## src/rtl/lzw_hash_compressor_top_assert.svh

```systemverilog
// Assertion macros shared by the LZW compressor RTL.
// Needs clk and rst_n in the scope where a macro is used.
`ifndef LZW_HASH_COMPRESSOR_TOP_ASSERT_SVH
`define LZW_HASH_COMPRESSOR_TOP_ASSERT_SVH

// ante true at an edge implies cons at the same edge
`define LZW_ASSERT_IMP(lbl, ante, cons) \
    lbl: assert property (@(posedge clk) disable iff (!rst_n) (ante) |-> (cons)) \
        else $error("lzw assertion failed");

// ante true at an edge implies cons at the next edge
`define LZW_ASSERT_NXT(lbl, ante, cons) \
    lbl: assert property (@(posedge clk) disable iff (!rst_n) (ante) |=> (cons)) \
        else $error("lzw assertion failed");

`endif

```

## src/rtl/lzw_pkg.sv

```systemverilog
// Shared constants and types for the LZW compressor.
// No dependencies.
`timescale 1ns / 1ps

package lzw_pkg;

    localparam int unsigned HASH_SLOTS = 72817;
    localparam int ADDR_W = $clog2(HASH_SLOTS);

    localparam logic [ADDR_W-1:0] SLOTS_A   = ADDR_W'(HASH_SLOTS);
    localparam logic [ADDR_W-1:0] SLOT_LAST = ADDR_W'(HASH_SLOTS - 1);

    // slot word: used, key (prefix,byte), code
    localparam int SLOT_W = 1 + 24 + 16;

    localparam logic [15:0] CODE_RESET = 16'd256;
    localparam logic [15:0] CODE_TAG   = 16'd258;
    localparam logic [16:0] CODE_FIRST = 17'd259;
    localparam logic [6:0]  RATIO_INIT = 7'd100;

    localparam logic REQ_DATA   = 1'b0;
    localparam logic REQ_FINISH = 1'b1;

    typedef struct packed {
        logic       valid;
        logic       is_finish;
        logic [7:0] data_byte;
    } front_item_t;

    typedef struct packed {
        logic pop;
        logic clearing;
    } eng_stat_t;

    typedef struct packed {
        logic       done;
        logic       over;
        logic [7:0] quot;
    } ratio_res_t;

endpackage

```

## src/rtl/lzw_front.sv

```systemverilog
// Front end: accepts input items into a two-entry queue and tags finish requests.
// Depends on lzw_pkg.
`timescale 1ns / 1ps

module lzw_front (
    input  logic                 clk,
    input  logic                 rst_n,
    input  logic                 in_valid,
    output logic                 in_ready,
    input  logic                 req_type,
    input  logic [7:0]           data_byte,
    input  lzw_pkg::eng_stat_t   stat,
    output lzw_pkg::front_item_t item
);

    logic       fin_reg  [2];
    logic [7:0] byte_reg [2];
    logic       wr_ptr_reg, wr_ptr_next;
    logic       rd_ptr_reg, rd_ptr_next;
    logic [1:0] cnt_reg, cnt_next;
    logic       push;
    logic       pop;

    assign in_ready = (cnt_reg != 2'd2) && !stat.clearing;
    assign push     = in_valid && in_ready;
    assign pop      = stat.pop && (cnt_reg != 2'd0);

    assign item.valid     = (cnt_reg != 2'd0);
    assign item.is_finish = fin_reg[rd_ptr_reg];
    assign item.data_byte = byte_reg[rd_ptr_reg];

    always_comb
    begin
        wr_ptr_next = push ? !wr_ptr_reg : wr_ptr_reg;
        rd_ptr_next = pop ? !rd_ptr_reg : rd_ptr_reg;
        cnt_next    = cnt_reg + {1'b0, push} - {1'b0, pop};
    end

    always_ff @(posedge clk or negedge rst_n)
    begin
        if (!rst_n)
        begin
            wr_ptr_reg <= 1'b0;
            rd_ptr_reg <= 1'b0;
            cnt_reg    <= 2'd0;
        end
        else
        begin
            wr_ptr_reg <= wr_ptr_next;
            rd_ptr_reg <= rd_ptr_next;
            cnt_reg    <= cnt_next;
        end
    end

    always_ff @(posedge clk)
    begin
        if (push)
        begin
            fin_reg[wr_ptr_reg]  <= (req_type == lzw_pkg::REQ_FINISH);
            byte_reg[wr_ptr_reg] <= data_byte;
        end
    end

endmodule

```

## config.mk

```make
export PLATFORM = sky130hd
export DESIGN_NAME = lzw_front
export DESIGN_NICKNAME = d
export VERILOG_FILES = /design/src/rtl/lzw_hash_compressor_top_assert.svh /design/src/rtl/lzw_pkg.sv /design/src/rtl/lzw_front.sv
export SDC_FILE = /design/constraint.sdc
export NUM_CORES = 1
export LEC_CHECK = 0
export BUFFER_PORTS_ARGS = -buffer_cell sky130_fd_sc_hd__buf_2
export CAP_MARGIN = 20
export CORE_MARGIN = 5
export CORE_UTILIZATION = 48
export CTS_CLUSTER_DIAMETER = 60
export DETAILED_ROUTE_END_ITERATION = 12
export PLACE_DENSITY = 0.77
export SYNTH_ARGS = -nofsm -noshare
export SYNTH_HDL_FRONTEND = slang
export SYNTH_SLANG_ARGS = --single-unit
```

## constraint.sdc

```tcl
create_clock -name clk -period 1.8 [get_ports clk]
set_input_delay 0.36 -clock clk [delete_from_list [all_inputs] [get_ports clk]]
set_output_delay 0.36 -clock clk [all_outputs]
set_load 0.01 [all_outputs]
```

==> results by group, run 1 <==
Clock tree
  • CTS tree: built
  • H-tree levels: 1
  • Clk root buf: clkbuf_4
  • Max Root-Sink Buffers: 2
  • TritonCTS buffer count: 3
  • Worst-path clk slew: 120 ps
  • Later-pin clock latency in the skew report: 300 ps
  • Sink Count: 22

Detailed routing
  • Initial drt markers: 13
  • 1st-pass router iterations: 4
  • Routed length on met3: 97 microns
  • DR top layer: met4
  • Wire per inst: 12.9 microns
  • Met2 routed WL: 752 microns
  • DR vias: 479
  • Post-route DRC: 0
  • Drt total wl: 1370 microns
  • ANT nets after route: 0
  • DR vias/cell: 4.52
  • Wl on met1: 506 microns

Final layout
  • Area Overhead vs Synth: 28.9%
  • Layout cell share with drive strength beyond 1: 0.543
  • ANT cells: 0
  • Nets@finish: 98
  • Largest register FFs: 16
  • Final design utilization: 0.648

Critical path
  • CP arrival: 1320 ps
  • Setup crit end kind: output port
  • CP max FO: 10
  • Register-to-register setup slack: 130 ps
  • Startpoint Class: register
  • Crit Path Category: reg2out
  • Critical path endpoint: item[1]
  • FF-to-FF End: cnt_reg[1]
  • RR Startpoint: cnt_reg[0]
  • FF-to-FF path depth: 7
  • CP startpoint: rd_ptr_reg
  • Critical Path RT: 1440 ps

Placed design
  • Port Buffer Count: 24
  • Final GP Congestion: 0.718
  • Hpwl dp: 957 microns

Synth
  • Yosys reg bits: 22
  • Number of synthesized flops with an enable pin: 18
  • Top cells by area, synth: edfxtp_1 63%, mux2_2 12%, dfrtp_1 12%, xnor2_1 3.1%, ha_1 2.9%
  • Top-count cell post-synth: edfxtp_1
  • Syn_nets: 64
  • Synth unique cells: 13
  • Synth Instances: 48
  • Most common library cells after synthesis: 18 x edfxtp_1, 9 x mux2_2, 4 x dfrtp_1, 4 x inv_1, 3 x xnor2_1
  • Yosys top cell by area: edfxtp_1
  • Avg Inst Size Synth: 17.9 sq um
  • Ys flop type: edfxtp_1
  • Sequential share of the synthesized area: 0.746
  • Syn. warnings: 0
  • Mapped Area: 858 sq um
  • Top-area cell type share of the netlist area: 0.630
  • Async SR Flop Fraction: 0.182

GRT
  • Tot GR Track Use: 0.112
  • Initial antenna violation count: 0
  • Overflow after GRT: 0
  • First-pass GRT wire length: 2190 microns
  • Vias in the first global route: 483
  • Largest net degree at the start of global routing: 14

Power and ir drop
  • Switching power: 0.436 mW
  • Power Internal: 1.17 mW
  • Leakage: 0.460 nW
  • Clk pwr share: 0.228
  • Part of the power in registers: 0.463
  • Gate power share: 0.308
  • Max VDD drop: 1.10 mV
  • PD cells: 1450 nW/um^2
  • Switching Fraction: 0.271

Status
  • Status: finished clean

Timing
  • Max_slew headroom: 0.845
  • Unrepaired setup endpoints after global routing: false
  • Fin Clk Skew: 6.10 ps
  • Final setup vio count: 0
  • Crit share post-route: 0.936
  • Max Freq: 593 MHz
  • Final TNS setup: 0 ps
  • Fin crit period: 1680 ps
  • Tightest Pin Transition: 233 ps
  • Max Transition Viols Final: 0
  • Final hold vios: 0

Die
  • CORE AREA: 1710 sq um
  • Die W: 52.3 microns
  • Chip Height: 52.3 microns
  • Row count: 15
  • # IOs: 25
  • Die area: 2730 sq um
  • Initial core utilization: 0.503

Run
  • Max Cap Viol: 0

Min path
  • Worst Hold Depth: 1
  • Hold Crit Class: in2reg
==> timing repair <==
action / CTS / global route
buffers inserted: 0 / 3
setup endpoints to repair: 9 / 1
gates resized for setup: 1 / 0
endpoints found under the hold margin: 4 / 0
hold buffers: 1 / 0
pin swaps: 0 / 4
==> worst min path at each step <==
stage                      start        endpoint  slack, ps
floorplan                  rst_n      cnt_reg[0]         60
global placement           rst_n      cnt_reg[0]        170
detailed placement         rst_n      cnt_reg[0]        170
CTS                 data_byte[6]  byte_reg[0][6]        230
global route        data_byte[6]  byte_reg[0][6]        220
finish              data_byte[6]  byte_reg[0][6]        230
==> cells by family (layout without fill, tap and decap cells) <==
logic type / Yosys count / in the layout / synth area share
DFF: 22 / 22 / 0.746
muxes: 9 / 9 / 0.118
buffers and inverters: 5 / 38 / 0.0233
xor gates and xnor gates: 4 / 4 / 0.0408
and+or+nand+nor: 4 / 4 / 0.0262
adders and majority gates: 2 / 2 / 0.0291
AOI/OAI and AO/OA: 2 / 2 / 0.0160
==> through the flow <==
step                area [sq um]  instances  hold WS [ps]  worst slack [ps]  power, mW
floorplan                    858         48          64.4               130       1.04
global placement            1020         98           170               155       1.18
detailed placement          1020         98           173               115       1.20
CTS                         1080        103           229              98.1       1.57
global route                1110        106           215              3.52       1.71
finish                      1110        106           232               115       1.61
==> critical path, stage by stage (launching register included) <==
cell	delay (ps)
dfrtp_2	520
mux2_2	370
buf_2	140
==> power groups by stage <==
stage / Clock [mW] / Combinational [mW] / Sequential (mW)
floorplan: 0 / 0.340 / 0.702
global placement: 0 / 0.433 / 0.751
detailed placement: 0 / 0.447 / 0.752
CTS: 0.373 / 0.449 / 0.744
global route: 0.398 / 0.557 / 0.757
finish: 0.367 / 0.495 / 0.744
==> metal layers <==
layer  track usage  up-vias
met5             0        -
li1              -      238
met4        0.0383        0
met2         0.198       16
met3        0.0285        2
met1         0.131      223
==> layout by cell type, fill, tap and decap left out, drive strengths merged <==
| master | n |
|---|---|
| buf | 29 |
| dlygate4sd3 | 1 |
| a21oi | 1 |
| xor2 | 1 |
| clkbuf | 3 |
| and2 | 1 |
| nor2 | 2 |
| bufinv | 1 |
| mux2 | 9 |
| dfrtp | 4 |
| or2 | 1 |
| ha | 2 |
| a211o | 1 |
| edfxtp | 18 |
| xnor2 | 3 |
| inv | 4 |
==> cell type report <==
| class | count | area (sq um) |
|---|---|---|
| inverters | 4 | 15.0 |
| flip-flops and latches | 22 | 642 |
| multi-input cells | 21 | 198 |
| repair buffers | 30 | 168 |
| clock inverters | 1 | 30.0 |
| clock buffers | 3 | 22.5 |
| fillers | 132 | 602 |
| well taps | 25 | 31.3 |
Note: power is estimated with default switching activity, not from simulation.
==> run 2, diff against run 1 <==
- REMOVE_ABC_BUFFERS: not set -> 1
==> run 2 against run 1 <==
Effect of this change: critical path depth is the same; via count grew 1.3%; die area unchanged; core utilization decreased by 0.073 points; routed wire length is 3.5% lower; sequential share of layout area rose by 0.066 points; clock-buffer cell count unchanged; cell count up 1.9%; critical path type unchanged; critical endpoint is now item[0]; largest power group unchanged; highest routed layer is now met3.
==> results by group, run 2 (synthesized netlist as in run 1, its figures left out) <==
Status
  • Status: finished clean

Critical path
  • Delay of the slowest critical-path stage: 520 ps (about the same)
  • Setup crit end kind: output port
  • Family with the most delay on the worst path: flip-flops
  • CP max FO: 10 (unchanged)
  • CP arrival: 1330 ps (about the same)
  • CP startpoint: rd_ptr_reg
  • Worst-path cell chain: mux2_2 > buf_2
  • Startpoint Class: register
  • FF-to-FF End: cnt_reg[1]
  • RR Startpoint: cnt_reg[0]
  • Register-to-register setup slack: 120 ps (about the same)
  • Crit Path Category: reg2out
  • CP bufs+invs: 1 (unchanged)
  • Critical Path RT: 1440 ps (about the same)
  • FF-to-FF path depth: 7 (unchanged)
  • CP max stage cell: dfrtp_2

Detailed routing
  • DR vias/cell: 4.49 (-0.62%)
  • Initial drt markers: 8 (-5)
  • Post-route DRC: 0 (unchanged)
  • Wl on met1: 531 microns (+4.9%)
  • Drt total wl: 1320 microns (-3.5%)
  • 1st-pass router iterations: 4 (unchanged)
  • Met2 routed WL: 719 microns (-4.4%)
  • DR vias: 485 (+1.3%)
  • Routed length on met3: 73 microns (-25%)
  • Wire per inst: 12.3 microns (-5.3%)
  • ANT nets after route: 0 (unchanged)
  • DR top layer: met3

Placed design
  • Place WS: 72.8 ps (-42.5 ps)
  • Final GP Congestion: 0.673 (-6.3%)
  • Port Buffer Count: 24 (unchanged)
  • Hpwl dp: 986 microns (+3.0%)

Timing
  • Max Freq: 592 MHz (-0.20%)
  • Fin crit period: 1690 ps (+3.40 ps)
  • Crit share post-route: 0.938 (+0.00189)
  • Tightest Pin Transition: 244 ps (+10.8 ps)
  • Final setup vio count: 0 (unchanged)
  • Final TNS setup: 0 ps (unchanged)
  • Fin Clk Skew: 1.35 ps (-4.75 ps)
  • Setup WS post-layout: 112 ps (-3.40 ps)
  • Max_slew headroom: 0.838 (-0.00717)
  • Final hold vios: 0 (unchanged)
  • Max Transition Viols Final: 0 (unchanged)

Clock tree
  • Clk root buf: clkbuf_4
  • Later-pin clock latency in the skew report: 290 ps (about the same)
  • TritonCTS buffer count: 3 (unchanged)
  • Worst-path clk slew: 110 ps (about the same)
  • Sink Count: 22 (unchanged)
  • CTS tree: built
  • Max Root-Sink Buffers: 2 (unchanged)
  • H-tree levels: 1 (unchanged)

GRT
  • Overflow after GRT: 0 (unchanged)
  • Tot GR Track Use: 0.106 (-0.00633)
  • Vias in the first global route: 517 (+7.0%)
  • Initial antenna violation count: 0 (unchanged)
  • Largest net degree at the start of global routing: 13 (-1)
  • First-pass GRT wire length: 2060 microns (-5.7%)

Power and ir drop
  • Leakage: 0.460 nW (about the same)
  • PD cells: 1330 nW/um^2 (-8.2%)
  • Max VDD drop: 0.682 mV (-38%)

Final layout
  • Most frequent cells in the layout: 24 x buf_2, 18 x edfxtp_1, 9 x mux2_2, 7 x buf_4, 4 x inv_1
  • Area Overhead vs Synth: 28.7%
  • Nets@finish: 100 (+2.0%)
  • ANT cells: 0 (unchanged)
  • Layout cell share with drive strength beyond 1: 0.566 (+0.0231)
  • Largest register FFs: 16 (unchanged)
  • Commonest non-fill, non-tap cell in the layout: buf_2

Run
  • Max Cap Viol: 0 (unchanged)

Min path
  • Worst Hold Depth: 1 (unchanged)
  • Hold Crit Class: in2reg
  • Worst hold endpoint: byte_reg[1][1]
  • Min-Delay Startpoint: data_byte[1]

Die
  • Die W: 52.3 microns (unchanged)
  • Initial core utilization: 0.503 (unchanged)
  • Row count: 15 (unchanged)
  • CORE AREA: 1710 sq um (unchanged)
  • # IOs: 25 (unchanged)
  • Chip Height: 52.3 microns (unchanged)
  • Die area: 2730 sq um (unchanged)
-- run 2: changes by cell type in the layout (fill, tap and decap cells not counted), sizes merged --
cell and change:
buf +2, bufinv -1, clkinv +1
-- run 2: metrics by stage --
| step | instance area [sq um] | util | total power, mW | cells | hold slack [ps] |
|---|---|---|---|---|---|
| floorplan | 853 | - | 1.03 | 47 | 64.4 |
| CTS | 1070 | 0.628 | 1.43 | 105 | 239 |
| finish | 1100 | 0.647 | 1.47 | 108 | 246 |
| detailed placement | 1030 | 0.606 | 1.21 | 100 | 175 |
| global route | 1100 | 0.647 | 1.59 | 108 | 224 |
| global placement | 1030 | 0.606 | 1.20 | 100 | 170 |
-- run 2: repair_timing --
action                                  4_1_cts  5_1_grt
gates resized for setup                       1        2
buffers inserted                              0        3
hold endpoints to repair                      4        0
hold buffers                                  1        0
endpoints found under the setup margin        9        1
pin swaps                                     0        4
-- run 2: how the worst max path moves through the flow --
| stage | end | slack (ps) | depth (start not counted) |
|---|---|---|---|
| after floorplan | cnt_reg[1] | 130 | 7 |
| after global placement | cnt_reg[1] | 130 | 7 |
| after detailed placement | cnt_reg[1] | 70 | 7 |
| after CTS | cnt_reg[1] | 70 | 7 |
| after global routing | cnt_reg[1] | -5 | 7 |
| final | item[0] | 110 | 2 |
-- run 2: final cells by class --
cell class / count / area [sq um]
sequential: 22 / 642
clock inverter: 1 / 3.75
inverter: 4 / 15.0
fill: 150 / 603
clock buffer: 3 / 22.5
tap: 25 / 31.3
multi-input combinational: 21 / 208
timing repair buffer: 32 / 183
-- run 2: routing by layer --
layer	vias up	global-route usage
met5	-	0
met1	229	0.109
met4	0	0.0511
met2	14	0.200
met3	0	0.0199
li1	242	-
-- run 2: power breakdown --
group	switching, mW	leakage (nW)	internal [mW]
logic	0.214	0.234	0.301
registers	0.0834	0.210	0.660
clock network	0.134	0.0154	0.0806
total	0.431	0.460	1.04
